[config.mk]
export PLATFORM = sky130hd
export DESIGN_NAME = ps2_host_bit_engine
export DESIGN_NICKNAME = d
export VERILOG_FILES = /design/src/rtl/ps2hbe_pkg.sv /design/src/rtl/ps2hbe_core.sv /design/src/rtl/ps2_host_bit_engine.sv
export SDC_FILE = /design/constraint.sdc
export NUM_CORES = 1
export LEC_CHECK = 0
export ABC_AREA = 1
export CAP_MARGIN = 20
export CORE_UTILIZATION = 63
export DETAILED_ROUTE_END_ITERATION = 8
export DONT_BUFFER_PORTS = 1
export PLACE_DENSITY = 0.81
export SETUP_SLACK_MARGIN = 0.5
export SYNTH_ARGS = -nofsm -noshare
export SYNTH_HDL_FRONTEND = slang
export SYNTH_HIERARCHICAL = 1
export SYNTH_SLANG_ARGS = --single-unit
[constraint.sdc]
create_clock -name clk -period 2.67 [get_ports clk]
set_input_delay 0.267 -clock clk [delete_from_list [all_inputs] [get_ports clk]]
set_output_delay 0.267 -clock clk [all_outputs]
set_load 0.005 [all_outputs]
[src/rtl/ps2hbe_pkg.sv]
// Package for the PS/2 host bit engine: word types, event codes, frame positions, parity.
`timescale 1ns / 1ps

package ps2hbe_pkg;

    // Event codes carried in the kind field
    localparam logic [2:0] KIND_RX_EDGE  = 3'd0;
    localparam logic [2:0] KIND_TX_EDGE  = 3'd1;
    localparam logic [2:0] KIND_TX_START = 3'd2;
    localparam logic [2:0] KIND_RX_CLEAR = 3'd3;
    localparam logic [2:0] KIND_TX_CLEAR = 3'd4;

    // Receive frame positions
    localparam logic [3:0] RX_POS_IDLE   = 4'd0;
    localparam logic [3:0] RX_POS_DATA0  = 4'd1;
    localparam logic [3:0] RX_POS_DATA7  = 4'd8;
    localparam logic [3:0] RX_POS_PARITY = 4'd9;
    localparam logic [3:0] RX_POS_STOP   = 4'd10;

    // Transmit frame positions
    localparam logic [3:0] TX_POS_FIRST  = 4'd0;
    localparam logic [3:0] TX_POS_PARITY = 4'd8;
    localparam logic [3:0] TX_POS_STOP   = 4'd9;
    localparam logic [3:0] TX_POS_ACK    = 4'd10;

    // Input word
    typedef struct packed {
        logic [2:0] kind;
        logic       line_in;
        logic [7:0] send_byte;
    } item_t;

    // Result word
    typedef struct packed {
        logic       line_out;
        logic       line_drive;
        logic [7:0] recv_byte;
        logic       recv_parity;
        logic       recv_done;
        logic       send_busy;
        logic       send_done;
    } result_t;

    // Engine state
    typedef struct packed {
        logic [3:0] rx_position;
        logic [7:0] rx_shift;
        logic [7:0] rx_latched;
        logic       rx_parity_bit;
        logic       rx_ready;
        logic [3:0] tx_position;
        logic [7:0] tx_data;
        logic       tx_active;
        logic       tx_finished;
        logic       drive_level;
        logic       drive_on;
    } state_t;

    // XOR of all bits of a byte
    function automatic logic byte_parity(input logic [7:0] value);
        byte_parity = ^value;
    endfunction

endpackage

[src/rtl/ps2hbe_core.sv]
// State registers and per-event update logic of the PS/2 host bit engine.
`timescale 1ns / 1ps

module ps2hbe_core (
    input  logic                 clk,
    input  logic                 rst_n,
    input  logic                 step,
    input  ps2hbe_pkg::item_t    item,
    output ps2hbe_pkg::result_t  result
);
    import ps2hbe_pkg::*;

    state_t     state_reg;
    state_t     state_next;
    logic [2:0] rx_index;

    assign rx_index = 3'(state_reg.rx_position - RX_POS_DATA0);

    // Compute the state after this event
    always_comb
    begin
        state_next = state_reg;
        case (item.kind)
            KIND_RX_EDGE:
            begin
                if (state_reg.rx_position == RX_POS_IDLE)
                begin
                    if (!item.line_in && !state_reg.rx_ready)
                        state_next.rx_position = RX_POS_DATA0;
                end
                else if (state_reg.rx_position inside {[RX_POS_DATA0:RX_POS_DATA7]})
                begin
                    if (item.line_in)
                        state_next.rx_shift = state_reg.rx_shift | (8'd1 << rx_index);
                    state_next.rx_position = state_reg.rx_position + 4'd1;
                end
                else if (state_reg.rx_position == RX_POS_PARITY)
                begin
                    state_next.rx_parity_bit = item.line_in;
                    state_next.rx_position   = RX_POS_STOP;
                end
                else if (state_reg.rx_position == RX_POS_STOP)
                begin
                    // Low stop bit: hold position and look again next edge
                    if (item.line_in)
                    begin
                        state_next.rx_latched  = state_reg.rx_shift;
                        state_next.rx_ready    = 1'b1;
                        state_next.rx_position = RX_POS_IDLE;
                        state_next.rx_shift    = 8'd0;
                    end
                end
                else
                begin
                    // Stray position: drop back to idle
                    state_next.rx_position = RX_POS_IDLE;
                    state_next.rx_shift    = 8'd0;
                end
            end
            KIND_TX_EDGE:
            begin
                if (state_reg.tx_active)
                begin
                    if (state_reg.tx_position < TX_POS_PARITY)
                    begin
                        state_next.drive_level = state_reg.tx_data[state_reg.tx_position[2:0]];
                        state_next.tx_position = state_reg.tx_position + 4'd1;
                    end
                    else if (state_reg.tx_position == TX_POS_PARITY)
                    begin
                        state_next.drive_level = byte_parity(state_reg.tx_data);
                        state_next.tx_position = TX_POS_STOP;
                    end
                    else if (state_reg.tx_position == TX_POS_STOP)
                    begin
                        // Stop bit slot: release the line
                        state_next.drive_level = 1'b1;
                        state_next.drive_on    = 1'b0;
                        state_next.tx_position = TX_POS_ACK;
                    end
                    else if (!item.line_in)
                    begin
                        // Device acknowledge
                        state_next.tx_active   = 1'b0;
                        state_next.tx_finished = 1'b1;
                        state_next.tx_position = TX_POS_FIRST;
                    end
                end
            end
            KIND_TX_START:
            begin
                if (!state_reg.tx_active)
                begin
                    state_next.tx_data     = item.send_byte;
                    state_next.tx_active   = 1'b1;
                    state_next.tx_finished = 1'b0;
                    state_next.tx_position = TX_POS_FIRST;
                    state_next.drive_on    = 1'b1;
                    state_next.drive_level = 1'b0;
                end
            end
            KIND_RX_CLEAR:
            begin
                state_next.rx_ready = 1'b0;
            end
            KIND_TX_CLEAR:
            begin
                state_next.tx_finished = 1'b0;
            end
            default:
            begin
                state_next = state_reg;
            end
        endcase
    end

    // Report the state after the update
    assign result.line_out    = state_next.drive_level;
    assign result.line_drive  = state_next.drive_on;
    assign result.recv_byte   = state_next.rx_latched;
    assign result.recv_parity = state_next.rx_parity_bit;
    assign result.recv_done   = state_next.rx_ready;
    assign result.send_busy   = state_next.tx_active;
    assign result.send_done   = state_next.tx_finished;

    // Advance the state on each processed event
    always_ff @(posedge clk or negedge rst_n)
    begin
        if (!rst_n)
        begin
            state_reg.rx_position   <= RX_POS_IDLE;
            state_reg.rx_shift      <= 8'd0;
            state_reg.rx_latched    <= 8'd0;
            state_reg.rx_parity_bit <= 1'b0;
            state_reg.rx_ready      <= 1'b0;
            state_reg.tx_position   <= TX_POS_FIRST;
            state_reg.tx_data       <= 8'd0;
            state_reg.tx_active     <= 1'b0;
            state_reg.tx_finished   <= 1'b0;
            state_reg.drive_level   <= 1'b1;
            state_reg.drive_on      <= 1'b0;
        end
        else if (step)
        begin
            state_reg <= state_next;
        end
    end

endmodule

[src/rtl/ps2_host_bit_engine.sv]
// Top level of the PS/2 host bit engine: input word register, core, result word register.
`timescale 1ns / 1ps
// Accepted words pass the input word register, the core, then the result word register.
// Throughput: one word per cycle unless stalled; each event is one counter/shift update.
// The input register holds a word while the result register is full and stalled.
// Reset (rst_n low, asynchronous): both registers empty, line released at level 1,
// receive and transmit idle with all flags clear.

module ps2_host_bit_engine (
    input  logic                 clk,
    input  logic                 rst_n,
    input  logic                 item_valid,
    output logic                 item_stall,
    input  ps2hbe_pkg::item_t    item,
    output logic                 result_valid,
    input  logic                 result_stall,
    output ps2hbe_pkg::result_t  result
);
    import ps2hbe_pkg::*;

    logic    hold_valid_reg;
    item_t   hold_word_reg;
    logic    out_valid_reg;
    result_t out_word_reg;
    logic    advance;
    result_t core_result;

    // Process the held word whenever the result register is free or draining
    assign advance    = !out_valid_reg || !result_stall;
    assign item_stall = hold_valid_reg && !advance;

    // Input word register
    always_ff @(posedge clk or negedge rst_n)
    begin
        if (!rst_n)
            hold_valid_reg <= 1'b0;
        else if (!item_stall)
            hold_valid_reg <= item_valid;
    end

    always_ff @(posedge clk)
    begin
        if (!item_stall && item_valid)
            hold_word_reg <= item;
    end

    ps2hbe_core u_core (
        .clk    (clk),
        .rst_n  (rst_n),
        .step   (hold_valid_reg && advance),
        .item   (hold_word_reg),
        .result (core_result)
    );

    // Result word register
    always_ff @(posedge clk or negedge rst_n)
    begin
        if (!rst_n)
            out_valid_reg <= 1'b0;
        else if (advance)
            out_valid_reg <= hold_valid_reg;
    end

    always_ff @(posedge clk)
    begin
        if (advance && hold_valid_reg)
            out_word_reg <= core_result;
    end

    assign result_valid = out_valid_reg;
    assign result       = out_word_reg;

`ifndef SYNTHESIS
    // Busy and done never show together
    assert property (@(posedge clk) disable iff (!rst_n)
        out_valid_reg |-> !(out_word_reg.send_busy && out_word_reg.send_done))
        else $error("send_busy and send_done both set");

    // Host drives the line only during a transmission
    assert property (@(posedge clk) disable iff (!rst_n)
        out_valid_reg && out_word_reg.line_drive |-> out_word_reg.send_busy)
        else $error("line driven without active transmission");

    // A held word with a free result register is delivered next cycle
    assert property (@(posedge clk) disable iff (!rst_n)
        hold_valid_reg && !out_valid_reg |=> out_valid_reg)
        else $error("held word not moved to result register");
`endif

endmodule

**Word level (Yosys, flattened, before mapping)**

Index checks and enable logic that the tools add are counted.

- Bits in read-only memories: 0
- Word-level logic and storage cells: 118
- Memories kept: 0
- RAM bits: 0
- Latch bits: 0
- Output and inout bits: 16
- Bits in registers: 66

- Div/mod/pow operators: 0
- Eq/ne operators: 16
- Shifts and indexed selects: 1
- Muxes and demuxes: 48
- Multiply operators: 0
- Add/subtract/negate cells: 3
- Bitwise operators: 3
- Magnitude comparators: 4
- Reductions and logical operators: 20

Operators by type and width:

| cell | count |
|---|---|
| 2-to-1 mux 20 bit | 6 |
| 2-to-1 mux 16 bit | 4 |
| 2-to-1 mux 12 bit | 4 |
| 2-to-1 mux 4 bit | 9 |
| 2-to-1 mux 10 bit | 2 |
| == test 4 bit (second input constant) | 4 |
| 2-to-1 mux 8 bit | 2 |
| 2-to-1 mux 2 bit | 5 |
| 2-to-1 mux 1 bit | 9 |
| 2-to-1 mux 9 bit | 1 |
| adder 4 x 1 -> 4 bit (second input constant) | 2 |
| OR 8 bit | 1 |
| case mux 4 bit (2 select lines) | 1 |
| XOR reduction 8 bit | 1 |
| left shift 1 x 3 -> 8 bit (first input constant) | 1 |
| == test 3 x 2 -> 1 bit (second input constant) | 2 |
| zero test 1 bit | 6 |
| != test 2 bit (second input constant) | 3 |
| != test 6 x 3 -> 1 bit (second input constant) | 1 |
| AND reduction 6 bit | 1 |
| logical AND 1 bit | 5 |
| != test 5 x 2 -> 1 bit (second input constant) | 1 |
| != test 5 x 3 -> 1 bit (second input constant) | 1 |
| AND reduction 5 bit | 1 |
| 20 further kinds | 22 |

**Depth between registers and ports, before layout**

- Word-level depth: 15
- Depth in mapped cells: 13
- Depth with buffers taken out: 13

**By module**

Netlist, hierarchy kept.

By module, submodules not included:

| module | cells each | instances | area each (um^2) |
|---|---|---|---|
| ps2hbe_core | 333 | 1 | 2482.4 |
| ps2_host_bit_engine | 38 | 1 | 875.8 |

**Worst setup path after synthesis**

OpenSTA, ideal clock, no wires.

- Kind: reg-to-reg
- From: register out_valid_reg (netlist: result_valid)
- To: register u_core/state_reg[11] in the netlist's numbering
- Data arrival time: 2078 ps
- Period minus slack after synthesis: 2204 ps
- Cell stages (with the launch flop): 7
- Required time: 2544 ps
- Path slack: 466 ps
- Buffers on the path: 2
- Cell sequence: dfrtp_1 -> a21oi_1 -> clkbuf_1 -> inv_1 -> nor2_4 -> buf_2 -> o21ai_0

- Cells in the longest elaborated chain, start to end: 4

Ends and longest elaborated chain:

| item | RTL line | source |
|---|---|---|
| from (decl) | ps2_host_bit_engine.sv:23 | `logic out_valid_reg;` |
| from (signal assigned) | ps2_host_bit_engine.sv:61 | `out_valid_reg <= hold_valid_reg;` |
| zero test 1 bit | ps2_host_bit_engine.sv:29 | `assign advance = !out_valid_reg \|\| !result_stall;` |
| logical OR 1 bit | ps2_host_bit_engine.sv:29 |  |
| logical AND 1 bit | ps2_host_bit_engine.sv:50 | `.step (hold_valid_reg && advance),` |
| AND reduction 3 bit (no line) | n/a |  |
| to (signal assigned) | ps2hbe_core.sv:145 | `state_reg <= state_next;` |
| to (decl) | ps2hbe_core.sv:13 | `state_t state_reg;` |

No other way between the ends.
A chain may end at the register's enable or synchronous reset.

==> impl_metrics.toml <==
[drt]
vias = 2452
vias_per_cell = 5.49
ant_nets = 0
avgRoutedWirePerCell_um = 13.7
wl_um = 6110
drt-initial-drc-count = 180
drt_first_pass_iters = 5
drc = 0

[yosys]
yosys_most_used_dff = "dfrtp_1"
synth_area_leaders = "dfrtp_1, edfxtp_1, nand2_1"
syn_area_um2 = 3360
synthCells = 371
yosysTopAreaCellShare_pct = 29.1
yosysSeqAreaShare_pct = 53.1
ys_warn_count = 6
syn_nets = 398
synth_edf_count = 26
synth.top_cells.by_count = "nand2_1, inv_1, dfrtp_1, edfxtp_1, nand3_1"
postSynth.asyncResetShare_pct = 60.6
yosys.area.top_type = "dfrtp_1"
synth_seq_cells = 66
avgSynthCellArea_um2 = 9.05
synth_cell_types = 36
synth.most_common_cell = "nand2_1"

[critical_path]
crit_top_cell = "nand2_1"
path_buf_inv = 3
start_kind = "flip-flop"
reg2reg_to = "result[3]$_DFFE_PP_"
slowest_stage = "dfrtp_1"
critPathArrivalTime_ns = 2.09
endpoint = "result[3]$_DFFE_PP_"
ff2ff_setup_slack_ns = 0.69
critPathLaunch = "u_core/state_reg[35]$_DFFE_PN0P_"
required_ns = 2.77
r2r_cells = 10
crit_chain = "inv_1 > ha_1 > inv_2 > nand3_1 > nand2_1 > nand2_1 > nor3_1 > or2_2 > nand2_1 > inv_1"
worstSetupPathType = "reg2reg"
end_kind = "flip-flop"
critPathTopFamily = "simple AND/OR/NAND/NOR gates"
critPathMaxStageDelay_ns = 0.43
crit_fanout = 5
worstSetupPathDepth = 10
r2r-start = "u_core/state_reg[35]$_DFFE_PN0P_"

[sta]
period_share_pct = 74.2
fmax_ghz = 0.505
rsz0062_at_grt = "no"
finalMaxSlewViolations = 0
min_period_ns = 1.98
clock_skew_ns = 0.00712
setup_violations = 0
tns_ns = 0
tightest_slew_ns = 0.514
hold_viol_final = 0
timing.slew.headroom_pct = 65.7

[layout]
syn_to_final_growth_pct = 9.09
nNetsFinal = 399
n_fill_cell = 385
multiInputGateArea_um2 = 1260
drive_gt1_share_pct = 12.7
insertedDiodeCount = 0
seqCellArea_um2 = 1780
largest_register_ffs = 38

[floorplanning]
die_w_um = 75.0
coreArea_um2 = 5110
io_pins = 32
num_rows = 26
die-area_um2 = 5630
initial_core_util_pct = 65.8
die_y_um = 75.0

[place]
io_buffers = 0
gp_congestion = 0.886
dp_hpwl_um = 4110

[clock_network]
path_clk_slew_ns = 0.07
h-tree-depth = 3
clock-sinks = 66
clockBufferDepth = 2
cts-root-buf = "clkbuf_8"
cts_tree = "yes"
post_cts_buffers = 0
cts-resized-gates = 0
clk_latency_ns = 0.34
cts_buffers = 9

[power]
p_total_w = 0.00361
ir_worst_vdd_mv = 0.546
p_per_area_nw_per_um2 = 985
leakagePower_nw = 1.72

[min_path]
min_path_type = "in2reg"
holdPathStages = 0

[global_routing]
grt_max_degree = 41
grt_antenna_before_repair = 0
grt_use_total_pct = 25.0
grt_pass1_vias = 2194
grt_pass1_wl_um = 10200
grt-ovfl-total = 0

[run]
cap_viol_max_count = 0

[outcome]
status = "complete, no violations"
[metal layers]
| layer | GRT usage [%] | vias up | share of wire (%) |
|---|---|---|---|
| met5 | 0 | - | 0 |
| met4 | 9.43 | 0 | 1.4 |
| met3 | 6.56 | 9 | 5.8 |
| met2 | 37.3 | 90 | 46 |
| met1 | 35.1 | 1144 | 46 |
| li1 | - | 1209 | - |
[cell type report]
class | count | share of cell area (%)
Timing Repair Buffer | 9 | 2.66
Inverter | 48 | 4.92
Tap cell | 70 | 2.39
Clock buffer | 10 | 3.76
Sequential cell | 66 | 48.7
Clock inverter | 6 | 3.07
Multi-Input combinational cell | 238 | 34.5
[how the worst min path moves through the flow]
stage	endpoint	from	slack [ns]
floorplan	hold_valid_reg$_DFFE_PN0N_	rst_n	-0.03
global placement	hold_valid_reg$_DFFE_PN0N_	rst_n	-0.03
detailed placement	hold_valid_reg$_DFFE_PN0N_	rst_n	-0.03
CTS	hold_word_reg[11]$_DFFE_PP_	item[11]	0.001
global route	hold_word_reg[1]$_DFFE_PP_	item[1]	0.003
finish	hold_word_reg[1]$_DFFE_PP_	item[1]	0.02
[power breakdown]
| group | switching [W] | internal (W) |
|---|---|---|
| logic | 0.000704 | 0.000366 |
| registers | 0.000193 | 0.00131 |
| clock network | 0.000391 | 0.000649 |
| total | 0.00129 | 0.00232 |
[through the flow]
stage,cell area (um2),util (%),setup WS (ns),hold slack (ns),cells
global placement,3320,65.1,0.798,-0.0271,423
CTS,3600,70.6,0.687,0.00138,441
finish,3660,71.7,0.688,0.0216,447
global route,3660,71.7,0.531,0.00322,447
detailed placement,3320,65.1,0.724,-0.0275,423
floorplan,3360,-,0.775,-0.0286,371
[cell usage in the layout (no fill, tap or decap), drive strengths merged]
master	count
nand3b	1
buf	2
o31a	1
nand4	3
clkbuf	10
nand2	119
o311ai	1
o22ai	1
nand3	30
ha	11
inv	49
a32o	1
o211ai	1
o21ai	33
nor2	10
dlygate4sd3	7
bufinv	3
clkinv	2
edfxtp	26
o31ai	1
a21oi	19
dfrtp	39
dfstp	1
a22oi	3
or2	1
nor3	2
[timing repair]
action                                  in CTS  in global routing
hold endpoints to repair                    40                  6
endpoints found under the setup margin       0                  0
hold buffers                                 2                  6
[logic make-up (layout without fill, tap and decap cells)]
family	after synthesis	after routing	synth area share (%)
adder cells (fa/ha/maj)	11	11	4.10
flip-flops	66	66	53.1
buffers and inverters	67	73	9.35
AND/OR/NAND/NOR	166	166	22.1
AO/OA/AOI/OAI	61	61	11.3
No activity file was read; power rests on OpenSTA's default activity.
